### src/rtl/core/lock_order_deadlock_detector_defines.svh
// Assertion macros shared by the lock order deadlock detector.
`ifndef LOCK_ORDER_DEADLOCK_DETECTOR_DEFINES_SVH
`define LOCK_ORDER_DEADLOCK_DETECTOR_DEFINES_SVH

`define LODD_ASSERT_IMP(lbl, clk, rst_n, ante, cons) \
    lbl: assert property (@(posedge clk) disable iff (!rst_n) (ante) |-> (cons)) \
        else $error("lock order detector assertion failed");

`define LODD_ASSERT_NXT(lbl, clk, rst_n, ante, cons) \
    lbl: assert property (@(posedge clk) disable iff (!rst_n) (ante) |=> (cons)) \
        else $error("lock order detector assertion failed");

`endif

### src/rtl/core/lodd_ram.sv
module lodd_ram #(
    parameter int WIDTH = 8,
    parameter int DEPTH = 16,
    localparam int AW = $clog2(DEPTH)
) (
    input  logic             i_clk,
    input  logic             i_we,
    input  logic [AW-1:0]    i_waddr,
    input  logic [WIDTH-1:0] i_wdata,
    input  logic [AW-1:0]    i_raddr,
    output logic [WIDTH-1:0] o_rdata
);

    logic [WIDTH-1:0] r_mem [DEPTH];

    always_ff @(posedge i_clk) begin
        if (i_we) begin
            r_mem[i_waddr] <= i_wdata;
        end
        o_rdata <= r_mem[i_raddr];
    end

endmodule

### config.mk
export PLATFORM = sky130hd
export DESIGN_NAME = lodd_ram
export DESIGN_NICKNAME = d
export VERILOG_FILES = /design/src/rtl/core/lock_order_deadlock_detector_defines.svh /design/src/rtl/core/lodd_ram.sv
export SDC_FILE = /design/constraint.sdc
export NUM_CORES = 1
export LEC_CHECK = 0
export BUFFER_PORTS_ARGS = -buffer_cell sky130_fd_sc_hd__buf_2
export CAP_MARGIN = 10
export CORE_ASPECT_RATIO = 0.6
export CORE_UTILIZATION = 35
export DETAILED_ROUTE_END_ITERATION = 12
export PLACE_DENSITY_LB_ADDON = 0.25
export SLEW_MARGIN = 10
export SYNTH_ARGS = -nofsm -noshare
export SYNTH_HDL_FRONTEND = slang
export SYNTH_SLANG_ARGS = --single-unit
### constraint.sdc
create_clock -name i_clk -period 2.4 [get_ports i_clk]
set_input_delay 0.48 -clock i_clk [delete_from_list [all_inputs] [get_ports i_clk]]
set_output_delay 0.48 -clock i_clk [all_outputs]
set_load 0.02 [all_outputs]
* After elaboration in Yosys (flattened, before gate mapping) *
Memories as Yosys holds them, arrays and structs flattened. A register that Yosys moved wholly into a read port is not among the register bits.
Cells that the tools add are included.

storage, ports and cells
  register bits = 0
  bits in writable memories = 128
  input port bits = 18
  output and inout bits = 8
  logic and storage cells = 3
  memories kept = 1

cells by class
  muxes and demuxes = 2

memory list
  memory  depth  bits a word  rd ports  clocked after memory_dff  wr ports  RTL line        RTL
  r_mem   16     8            1         1                         1         lodd_ram.sv:14  logic [WIDTH-1:0] r_mem [DEPTH];

operators with widths
  operator          number
  2-to-1 mux 1 bit  2

* Logic depth before layout (Yosys ltp) *
  depth in word-level cells = 2
  mapped depth = 5
  mapped depth without buffers = 3

* Worst setup path after synthesis *
Ideal clock, no wire load.

  kind = input -> register
  from = input port i_waddr[2]
  to = memory r_mem[0][0], enable pin
  setup time = 383 ps
  data arrival time = 1590 ps
  data required time = 2017 ps
  path slack = 427 ps
  stages = 2
  buffers on the path = 0
  cells stage by stage = or3b_2 -> nor3_1

RTL lines
  item                RTL line        RTL
  start: declaration  lodd_ram.sv:8   input logic [AW-1:0] i_waddr,
  end: declaration    lodd_ram.sv:14

No word-level cell before the write port.

==> run_results.csv <==
group,metric,value,unit
floorplan,die_h,95.9,um
synthesis,synth_seq_cells,136,
clock_network,cts_buffers,17,
clock_network,worstSkewPairLatency,410,ps
clock_network,ctsHoldBuffers,0,
routing,drt_iter0_drc,171,
cells_and_area,design_area,6180,sq um
floorplan,num_rows,33,
routing,viasPerCell,5.02,
floorplan,core-area,14000,sq um
floorplan,chipWidth,159,um
power,p_sw,1.11,mW
cells_and_area,fillers,1188,
worst_hold_path,worstHoldPathType,"primary input to flop",
grt,grt_pass1_vias,2582,
setup_path,critPathArrivalTime,1800,ps
floorplan,fp.dieArea,15200,sq um
grt,grt_use_total,15.8,%
synthesis,syn_nets,247,
worst_hold_path,hold_depth,1,
worst_hold_path,min_to,"r_mem[1][4]$_DFFE_PP_",
timing,clock.fmax,661,MHz
grt,use_met1,22.6,%
cells_and_area,area_growth,20.1,%
clock_network,cts_resized,0,
cells_and_area,antenna_cells,0,
grt,grt_pass1_wl,16100,um
grt,antenna_found_initial,1,
power,power,5.39,mW
clock_network,h-tree-depth,4,
routing,drt-total-wl,10600,um
placement,place_congestion,0.738,
power,switching_share,20.6,%
grt,grt_util_met2,23.0,%
status,status,"finished, final reports clean",
placement,place_area,5620,sq um
timing,rsz0062_at_grt,"false",
cells_and_area,fin_nets,303,
grt,grt_max_degree,33,
power,power-per-cell-area,872,nW/um^2
synthesis,syn-cell-area,5150,sq um
grt,grt.busiest_layer,"met2",
synthesis,yosysSeqAreaShare,77.8,%
placement,dp_hpwl,6780,um
timing,report.final.slew_viol_count,0,
clock_network,clkTransAtPathRegs,60,ps
clock_network,cts.sink_count,136,
routing,drc,0,
routing,vias,2459,
synthesis,yosysUniqueCellTypes,19,
setup_path,path_max_fanout,32,
timing,skew,11.6,ps
power,power.share.sequential,49.6,%
cells_and_area,multi_input_area,1060,sq um
clock_network,cts_setup_buffers,0,
clock_network,cts_root_buf,"clkbuf_16",
timing,tns,0,ps
timing,relSlewSlack,47.4,%
grt,grtUsageMet3,5.18,%
cells_and_area,seqCellArea,4000,sq um
clock_network,cts_tree,"done",
setup_path,worstSetupStartpointType,"primary input",
run,maxCapViolCount,0,
cells_and_area,layout-drive-gt1-share,32.2,%
synthesis,synthCells,229,
setup_path,cp_data_required_time,2690,ps
timing,period_share,63.0,%
timing,tightest_slew,786,ps
routing,firstDrtPassIters,4,
routing,routedWlPerCell,21.7,um
power,intPower,4.28,mW
power,ir_worst_vdd,440,uV
clock_network,clock_path_buffers,2,
power,leakage,2.09,nW
setup_path,crit_type,"primary input to flop",
synthesis,syn_avg_cell_area,22.5,sq um
routing,antenna_left,0,
setup_path,r2r_slack,1060,ps
floorplan,num_io_pins,26,
power,pwr-share-clk,45.5,%
timing,finalCriticalPeriod,1510,ps
synthesis,ys_warn_count,0,
setup_path,r2r_cells,3,
worst_hold_path,hold_start,"i_wdata[4]",
timing,setup_violations,0,
floorplan,initial_utilization,36.8,%
setup_path,crit-reg2reg-launch,"r_mem[1][1]$_DFFE_PP_",
power,power_frac_comb,4.9,%
setup_path,endpoint_kind,"flop",
setup_path,reg2reg_to,"o_rdata[1]$_DFF_P_",
placement,io_buffers,25,
grt,grt-ovfl-total,0,
timing,hold_viol,0,
[state kept, by name (all words and copies together) (netlist names)]
name     count
o_rdata      8
r_mem      128
[how the worst max path moves through the flow]
stage               startpoint                    end  slack, ps  depth (start not counted)
global route        i_raddr[0]     o_rdata[5]$_DFF_P_        810                          5
finish              i_raddr[0]     o_rdata[1]$_DFF_P_        890                          5
global placement    i_raddr[0]     o_rdata[5]$_DFF_P_        400                          5
floorplan           i_waddr[2]  r_mem[0][0]$_DFFE_PP_        430                          2
detailed placement  i_raddr[0]     o_rdata[5]$_DFF_P_        410                          5
CTS                 i_raddr[0]     o_rdata[5]$_DFF_P_        840                          5
[cells in the mapped netlist]
| cell type | number | share of area (%) |
|---|---|---|
| a22oi_1 | 16 | 2.3 |
| and2_1 | 1 | 0.12 |
| and2b_1 | 1 | 0.15 |
| buf_2 | 3 | 0.29 |
| buf_4 | 1 | 0.15 |
| buf_6 | 3 | 0.66 |
| clkdlybuf4s25_2 | 3 | 0.58 |
| dfxtp_1 | 8 | 3.1 |
| edfxtp_1 | 128 | 75 |
| mux4_1 | 14 | 7.1 |
| mux4_2 | 18 | 7.9 |
| nand2_1 | 9 | 0.66 |
| nand2b_1 | 2 | 0.24 |
| nand3_1 | 1 | 0.097 |
| nand3b_1 | 2 | 0.29 |
| nor2_1 | 13 | 0.95 |
| nor2b_1 | 1 | 0.12 |
| nor3_1 | 4 | 0.39 |
| or3b_2 | 1 | 0.17 |
[metal layers]
layer / part of all wire (%) / vias up / routed length [um]
li1: - / 1088 / -
met1: 46 / 1277 / 4910
met2: 44 / 88 / 4670
met3: 9.6 / 4 / 1030
met4: 0.32 / 2 / 34
met5: 0.075 / - / 8
[power groups by stage]
stage / clock [mW] / sequential [mW] / combinational (mW)
CTS: 2.50 / 2.67 / 0.272
detailed placement: 0 / 2.72 / 0.272
global route: 2.61 / 2.68 / 0.292
finish: 2.45 / 2.67 / 0.266
floorplan: 0 / 2.74 / 0.135
global placement: 0 / 2.72 / 0.266
[metrics by stage]
step / worst slack (ps) / cells / util, % / hold WS (ps)
5_1_grt: 805 / 490 / 44.1 / 455
6_report: 888 / 490 / 44.1 / 460
3_5_place_dp: 406 / 458 / 40.1 / 652
3_3_place_gp: 395 / 458 / 40.1 / 651
2_1_floorplan: 427 / 229 / - / 579
4_1_cts: 840 / 490 / 44.1 / 447
[layout by cell type (no fill, tap or decap), drive strengths merged]
cell type  instances
buf               47
clkinv             9
mux4              32
a22oi             16
nor2b              1
bufinv             2
nor2              13
nor3               4
or3b               1
nand3b             2
nand2b             2
clkbuf            18
edfxtp           128
clkinvlp           3
and2               1
nand2              9
nand3              1
dfxtp              8
and2b              1
[final cells by class]
type                       count  area share (%)
tap                          192            3.89
clock buffer                  18            6.94
clock inverter                14            2.17
sequential                   136            64.8
timing repair buffer          47            5.10
multi-input combinational     83            17.1
[critical path, cell delays in order]
cell     delay, ps
buf_2          100
buf_12         260
mux4_1         600
a22oi_1        260
nand2_1         80
[cells by family (layout without fill, tap and decap cells)]
kind of cell | Yosys count | in the layout | share of synthesized area, %
flip-flops | 136 | 136 | 77.8
AND/OR/NAND/NOR | 35 | 35 | 3.18
AO/OA/AOI/OAI | 16 | 16 | 2.33
buffers and inverters | 10 | 79 | 1.68
multiplexers | 32 | 32 | 15.0
Power figures use the tool's default switching activity.
